==> src/sv/fba_pkg.sv <==
// Shared constants and types for the frame bitmap allocator.
package fba_pkg;

   localparam int MAP_BYTES_DEF   = 4096;
   localparam int FRAMES_PER_BYTE = 8;
   localparam int REG_W           = 13;
   localparam int ADDR_W          = 32;
   localparam int FRAME_SHIFT     = 12;
   localparam int GROUP_SHIFT     = 15;
   localparam int GROUP_IDX_W     = ADDR_W - GROUP_SHIFT;
   localparam int CSR_IDX_W       = 1;

   localparam logic [REG_W-1:0] GROUP_COUNT_RST = 13'd4096;
   localparam logic [REG_W-1:0] RSV_GROUPS_RST  = 13'd0;
   localparam logic [FRAMES_PER_BYTE-1:0] BYTE_FULL = 8'hff;

   typedef enum logic [1:0] {
      KIND_MARK_USED = 2'd0,
      KIND_MARK_FREE = 2'd1,
      KIND_FIND_FREE = 2'd2,
      KIND_INIT      = 2'd3
   } kind_type;

   localparam logic [CSR_IDX_W-1:0] CSR_GROUP_COUNT = 1'd0;
   localparam logic [CSR_IDX_W-1:0] CSR_RSV_GROUPS  = 1'd1;

   typedef enum logic [1:0] {
      ST_IDLE,
      ST_MARK,
      ST_FIND,
      ST_SWEEP
   } fba_state_type;

endpackage

==> src/sv/fba_ctrl.sv <==
// Sequencer for mark, find-first-free and initialize sweeps over the bitmap.
module fba_ctrl #(
   parameter int MAP_BYTES = fba_pkg::MAP_BYTES_DEF,
   parameter int IDX_W     = 12,
   parameter int CNT_W     = 13
) (
   input  logic                                 clock,
   input  logic                                 reset,
   input  logic                                 start,
   output logic                                 busy,
   input  logic [1:0]                           kind,
   input  logic [fba_pkg::ADDR_W-1:0]           address,
   input  logic [CNT_W-1:0]                     act_bytes,
   input  logic [CNT_W-1:0]                     rsv_bytes,
   output logic                                 mem_wr_en,
   output logic [IDX_W-1:0]                     mem_wr_addr,
   output logic [fba_pkg::FRAMES_PER_BYTE-1:0]  mem_wr_data,
   output logic [IDX_W-1:0]                     mem_rd_addr,
   input  logic [fba_pkg::FRAMES_PER_BYTE-1:0]  mem_rd_data,
   output logic                                 rsp_strobe,
   output logic [fba_pkg::ADDR_W-1:0]           rsp_found_address,
   output logic                                 rsp_none_free,
   output logic                                 rsp_out_of_range
);

   localparam int CMP_W = (CNT_W > fba_pkg::GROUP_IDX_W) ? CNT_W : fba_pkg::GROUP_IDX_W;
   localparam logic [CNT_W-1:0] LAST_IDX = CNT_W'(MAP_BYTES - 1);

   fba_pkg::fba_state_type state_ff, state_in;

   logic [CNT_W-1:0]  cnt_ff, cnt_in;
   logic              chk_vld_ff, chk_vld_in;
   logic [IDX_W-1:0]  chk_idx_ff, chk_idx_in;
   logic              set_ff, set_in;
   logic [2:0]        bit_ff, bit_in;
   logic [CNT_W-1:0]  rsv_ff, rsv_in;
   logic              init_rsp_ff, init_rsp_in;

   logic                        rsp_strobe_ff, rsp_strobe_in;
   logic [fba_pkg::ADDR_W-1:0]  found_ff, found_in;
   logic                        none_ff, none_in;
   logic                        oor_ff, oor_in;

   logic [fba_pkg::GROUP_IDX_W-1:0]      req_idx;
   logic                                 req_oor;
   logic                                 is_mark;
   logic                                 hit;
   logic                                 more;
   logic                                 last;
   logic [2:0]                           zero_pos;
   logic [fba_pkg::FRAMES_PER_BYTE-1:0]  bit_mask;

   assign req_idx = address[fba_pkg::ADDR_W-1:fba_pkg::GROUP_SHIFT];
   assign req_oor = CMP_W'(req_idx) >= CMP_W'(act_bytes);
   assign is_mark = (kind == fba_pkg::KIND_MARK_USED) || (kind == fba_pkg::KIND_MARK_FREE);
   assign hit     = chk_vld_ff && (mem_rd_data != fba_pkg::BYTE_FULL);
   assign more    = cnt_ff < act_bytes;
   assign last    = cnt_ff == LAST_IDX;
   assign bit_mask = fba_pkg::FRAMES_PER_BYTE'(1) << bit_ff;

   always_comb begin
      zero_pos = '0;
      for (int j = fba_pkg::FRAMES_PER_BYTE - 1; j >= 0; j--) begin
         if (!mem_rd_data[j]) begin
            zero_pos = 3'(j);
         end
      end
   end

   // next state
   always_comb begin
      state_in = state_ff;
      unique case (state_ff)
         fba_pkg::ST_IDLE: begin
            if (start) begin
               unique case (kind)
                  fba_pkg::KIND_MARK_USED, fba_pkg::KIND_MARK_FREE: begin
                     if (!req_oor) begin
                        state_in = fba_pkg::ST_MARK;
                     end
                  end
                  fba_pkg::KIND_FIND_FREE: state_in = fba_pkg::ST_FIND;
                  default:                 state_in = fba_pkg::ST_SWEEP;
               endcase
            end
         end
         fba_pkg::ST_MARK: state_in = fba_pkg::ST_IDLE;
         fba_pkg::ST_FIND: begin
            if (hit || !more) begin
               state_in = fba_pkg::ST_IDLE;
            end
         end
         fba_pkg::ST_SWEEP: begin
            if (last) begin
               state_in = fba_pkg::ST_IDLE;
            end
         end
         default: state_in = fba_pkg::ST_IDLE;
      endcase
   end

   // memory port and handshake outputs
   always_comb begin
      busy        = state_ff != fba_pkg::ST_IDLE;
      mem_wr_en   = 1'b0;
      mem_wr_addr = cnt_ff[IDX_W-1:0];
      mem_wr_data = '0;
      mem_rd_addr = cnt_ff[IDX_W-1:0];
      unique case (state_ff)
         fba_pkg::ST_IDLE: mem_rd_addr = req_idx[IDX_W-1:0];
         fba_pkg::ST_MARK: begin
            mem_wr_en   = 1'b1;
            mem_wr_addr = chk_idx_ff;
            mem_wr_data = set_ff ? (mem_rd_data | bit_mask) : (mem_rd_data & ~bit_mask);
         end
         fba_pkg::ST_FIND: ;
         fba_pkg::ST_SWEEP: begin
            mem_wr_en   = 1'b1;
            mem_wr_data = (cnt_ff < rsv_ff) ? fba_pkg::BYTE_FULL : '0;
         end
         default: ;
      endcase
   end

   // datapath registers
   always_comb begin
      cnt_in        = cnt_ff;
      chk_vld_in    = chk_vld_ff;
      chk_idx_in    = chk_idx_ff;
      set_in        = set_ff;
      bit_in        = bit_ff;
      rsv_in        = rsv_ff;
      init_rsp_in   = init_rsp_ff;
      rsp_strobe_in = 1'b0;
      found_in      = found_ff;
      none_in       = none_ff;
      oor_in        = oor_ff;
      case (state_ff)
         fba_pkg::ST_IDLE: begin
            if (start) begin
               cnt_in      = '0;
               chk_vld_in  = 1'b0;
               chk_idx_in  = req_idx[IDX_W-1:0];
               set_in      = kind == fba_pkg::KIND_MARK_USED;
               bit_in      = address[fba_pkg::GROUP_SHIFT-1:fba_pkg::FRAME_SHIFT];
               rsv_in      = rsv_bytes;
               init_rsp_in = 1'b1;
               if (is_mark && req_oor) begin
                  rsp_strobe_in = 1'b1;
                  found_in      = '0;
                  none_in       = 1'b0;
                  oor_in        = 1'b1;
               end
            end
         end
         fba_pkg::ST_MARK: begin
            rsp_strobe_in = 1'b1;
            found_in      = '0;
            none_in       = 1'b0;
            oor_in        = 1'b0;
         end
         fba_pkg::ST_FIND: begin
            if (hit) begin
               rsp_strobe_in = 1'b1;
               found_in      = (fba_pkg::ADDR_W'(chk_idx_ff) << fba_pkg::GROUP_SHIFT)
                             | (fba_pkg::ADDR_W'(zero_pos) << fba_pkg::FRAME_SHIFT);
               none_in       = 1'b0;
               oor_in        = 1'b0;
            end else if (more) begin
               chk_vld_in = 1'b1;
               chk_idx_in = cnt_ff[IDX_W-1:0];
               cnt_in     = cnt_ff + CNT_W'(1);
            end else begin
               rsp_strobe_in = 1'b1;
               found_in      = '0;
               none_in       = 1'b1;
               oor_in        = 1'b0;
            end
         end
         fba_pkg::ST_SWEEP: begin
            cnt_in = cnt_ff + CNT_W'(1);
            if (last) begin
               cnt_in        = '0;
               init_rsp_in   = 1'b0;
               rsp_strobe_in = init_rsp_ff;
               found_in      = '0;
               none_in       = 1'b0;
               oor_in        = 1'b0;
            end
         end
         default: ;
      endcase
   end

   always_ff @(posedge clock) begin
      if (reset) begin
         state_ff      <= fba_pkg::ST_SWEEP;
         cnt_ff        <= '0;
         chk_vld_ff    <= 1'b0;
         rsv_ff        <= '0;
         init_rsp_ff   <= 1'b0;
         rsp_strobe_ff <= 1'b0;
      end else begin
         state_ff      <= state_in;
         cnt_ff        <= cnt_in;
         chk_vld_ff    <= chk_vld_in;
         rsv_ff        <= rsv_in;
         init_rsp_ff   <= init_rsp_in;
         rsp_strobe_ff <= rsp_strobe_in;
      end
   end

   always_ff @(posedge clock) begin
      chk_idx_ff <= chk_idx_in;
      set_ff     <= set_in;
      bit_ff     <= bit_in;
      found_ff   <= found_in;
      none_ff    <= none_in;
      oor_ff     <= oor_in;
   end

   assign rsp_strobe        = rsp_strobe_ff;
   assign rsp_found_address = found_ff;
   assign rsp_none_free     = none_ff;
   assign rsp_out_of_range  = oor_ff;

endmodule

==> config.mk <==
export PLATFORM = sky130hd
export DESIGN_NAME = fba_ctrl
export DESIGN_NICKNAME = d
export VERILOG_FILES = /design/src/sv/fba_pkg.sv /design/src/sv/fba_ctrl.sv
export SDC_FILE = /design/constraint.sdc
export NUM_CORES = 1
export LEC_CHECK = 0
export BUFFER_PORTS_ARGS = -buffer_cell sky130_fd_sc_hd__buf_2
export CAP_MARGIN = 40
export CORE_AREA = 5 5 83 123
export DETAILED_ROUTE_END_ITERATION = 8
export DIE_AREA = 0 0 88 128
export PLACE_DENSITY = 0.8
export SYNTH_ARGS = -nofsm -noshare
export SYNTH_HDL_FRONTEND = slang
export SYNTH_SLANG_ARGS = --single-unit
==> constraint.sdc <==
create_clock -name clock -period 3.15 [get_ports clock]
set_input_delay 0.63 -clock clock [delete_from_list [all_inputs] [get_ports clock]]
set_output_delay 0.63 -clock clock [all_outputs]
set_load 0.02 [all_outputs]
==> flow_metrics.tcl <==
set metrics [dict create \
    internal_power_mw 2.56 \
    p_clk_frac 0.247 \
    clk_pin_slew_worst_paths_ns 0.05 \
    hpwl_mm 9.15 \
    skew_ns 0.00510 \
    ios 140 \
    cpPeakStageDelay_ns 0.37 \
    seq_area_frac_synth 0.369 \
    rows 43 \
    clock-sinks 64 \
    worstPathRequired_ns 2.52 \
    post-route-util 0.589 \
    synth_area_leaders "edfxtp_1 23%, dfxtp_1 14%, ha_1 12%" \
    cp_cell_sequence "inv_1, ha_1, a21o_1, a21o_1, a2111oi_2, o21ai_1, buf_4, nand3_1, buf_2" \
    worstHoldPathType "reg2reg" \
    r2r_cells 7 \
    worst_slew_pin_slew_ns 0.659 \
    fp.dieH_um 128 \
    drc 0 \
    fmax_mhz 341 \
    final_cell_mix "110 x buf_2, 61 x nand2_1, 42 x ha_1, 39 x mux2_2, 36 x inv_1" \
    postRouteAntennaNets 0 \
    die_area_sq_um 11300 \
    worst_setup_path_start_kind "flop" \
    place_ws_ns 0.174 \
    syn-mean-instance-area_sq_um 9.16 \
    mostFrequentLayoutCell "buf_2" \
    cts_root_buf "clkbuf_16" \
    chipWidth_um 88 \
    status "finished clean" \
    syn_inst 476 \
    crit_path_end_kind "output pin" \
    rrSetupSlack_ns 0.44 \
    pwr-share-comb 0.450 \
    slew_violations 0 \
    syn2layout_area_growth_pct 22.7 \
    cts_buffers 9 \
    setup.worst_path.start "rsv_ff[6]$_SDFFE_PP0P_" \
    cp_slowest_cell "a2111oi_2" \
    crit_buf_inv 3 \
    routed_wl_mm 11.6 \
    r2r_end "cnt_ff[6]$_SDFFE_PP0P_" \
    grtUsageTotal 0.210 \
    rsz0062_at_grt "no" \
    worstPathArrival_ns 2.31 \
    ys_types 52 \
    cts_tree "built" \
    drive_above_1_share 0.319 \
    power_frac_seq 0.303 \
    cts_hold_buf 0 \
    routedWlPerCell_um 16.3 \
    grt_pass1_vias 4013 \
    period_needed_ns 2.94 \
    grt_pass1_wl_mm 18.4 \
    dr.pass1.iters 4 \
    hold_ws_ns 0.454 \
    yosys.area.top_type "edfxtp_1" \
    ys_ff_latch 64 \
    min_delay_worst_endpoint "rsv_ff[7]$_SDFFE_PP0P_" \
    ys.warnings.count 0 \
    start_util 0.480 \
    fin_tns_setup_ns 0 \
    antenna_found_initial 0 \
    antenna_cells 0 \
    vias_per_cell 5.60 \
    num_vias 3974 \
    clock_latency_ns 0.34 \
    setup_viol 0 \
    yosysTopAreaCellShare 0.227 \
    hp-start "rsv_ff[7]$_SDFFE_PP0P_" \
    syn_area_sq_um 4360 \
    cts_buffer_depth 2 \
    gp_congestion 0.879 \
    overflow 0 \
    hold_viol 0 \
    placement.io_buffers 110 \
    switching_power_mw 1.66 \
    crit_type "reg2out" \
    p_per_area_nw_per_um2 788 \
    netSwitchingFraction 0.393 \
    cp_common_cell "a21o_1" \
    r2r_start "cnt_ff[10]$_SDFFE_PP0P_" \
    core_sq_um 9090 \
    fin_ws_ns 0.215 \
    crit_family "compound AO/OA/AOI/OAI gates" \
    layout.nets 706 \
    fin_crit_sh 0.932 \
    h-tree-depth 3 \
    dp_cells 693 \
    maxCapViolCount 0 \
    ir_drop_uv 478 \
    fillCellCount 793 \
    slew_headroom 0.561 \
    grt_max_degree 24 \
    fin_cells 710 \
    drtIter0Drc 234 \
    power.static_leakage_nw 2.46 \
    min_path_cells 2 \
    crit_fanout 8 \
]
[cell type report]
type	count	area [sq um]	share of cell area
clock buffer	14	275	0.0514
clock inverter	2	35.0	0.00655
inverter	36	135	0.0252
multi-input combinational	353	2460	0.460
sequential	64	1610	0.301
tap	112	140	0.0262
timing repair buffer	129	693	0.129
[how the worst max path moves through the flow]
stage	endpoint	cells past startpoint
global route	mem_wr_data[4]	9
finish	mem_wr_data[7]	9
global placement	cnt_ff[6]$_SDFFE_PP0P_	9
CTS	mem_wr_data[7]	9
floorplan	rsp_found_address[12]$_SDFFCE_PN0P_	7
detailed placement	cnt_ff[6]$_SDFFE_PP0P_	9
[per-layer routing]
metal	up-vias	wire, um	track usage	share of wire
met5	-	0	0	0
met4	0	581	0.130	0.050
met3	51	667	0.0444	0.058
met2	139	6270	0.381	0.54
met1	1857	4080	0.213	0.35
li1	1927	-	-	-
[cells in the mapped netlist, drive strengths merged]
master / instances
or4: 10
ha: 42
a21o: 10
a211o: 1
o31ai: 8
nor2b: 1
o41ai: 2
conb: 1
a211oi: 3
and4: 3
a31oi: 4
nand3b: 2
a311oi: 1
o21a: 1
a221oi: 2
clkbuf: 16
dfxtp: 31
o2111ai: 2
nand4b: 1
edfxtp: 33
nor3: 4
mux2: 39
nor2: 20
o21ai: 17
a221o: 2
nand4: 8
a22oi: 1
or3: 3
inv: 36
a31o: 3
nor3b: 2
o311a: 1
a21oi: 37
nand2: 61
o211ai: 1
a21bo: 1
mux2i: 1
or2: 1
a2111oi: 1
and2: 13
buf: 23
nand2b: 6
nand3: 21
[power groups by stage]
stage               Combinational [mW]  Sequential (mW)  Clock [mW]
finish                            1.90             1.28        1.04
global route                      2.05             1.30        1.09
CTS                               1.89             1.28        1.05
detailed placement                1.86             1.29           0
global placement                  1.82             1.28           0
floorplan                         1.14             1.42           0
[flip-flops by register name, indices dropped and copies added (netlist names), 2 cells and up]
signal	flops
bit_ff	3
cnt_ff	13
rsp_found_address	15
rsv_ff	13
state_ff	2
chk_idx_ff	12
[worst reg2reg max path, cell delays in order, from the launching register on]
cell and delay [ns]:
dfxtp_1 0.52, ha_1 0.32, a21o_1 0.19, a21oi_2 0.23
o2111ai_2 0.16, a31o_1 0.47, or4_1 0.58, mux2i_1 0.14
[through the flow]
stage	cell area (sq um)	total power [mW]
floorplan	4420	2.56
global placement	5030	3.10
detailed placement	5030	3.16
CTS	5350	4.22
global route	5350	4.44
finish	5350	4.22
[cells by family after synthesis]
family / Yosys count / share of synthesized area
other: 1 / 0.000860
and+or+nand+nor: 156 / 0.176
muxes: 40 / 0.103
DFF: 64 / 0.369
buffers and inverters: 75 / 0.0812
adders and majority gates: 42 / 0.120
AOI/OAI and AO/OA: 98 / 0.149
[repair_timing]
item,in CTS,in global routing
gates cloned,0,0
setup endpoints to repair,4,8
gates resized for setup,0,2
setup buffers,1,0
No activity file was read; power rests on OpenSTA's default activity.
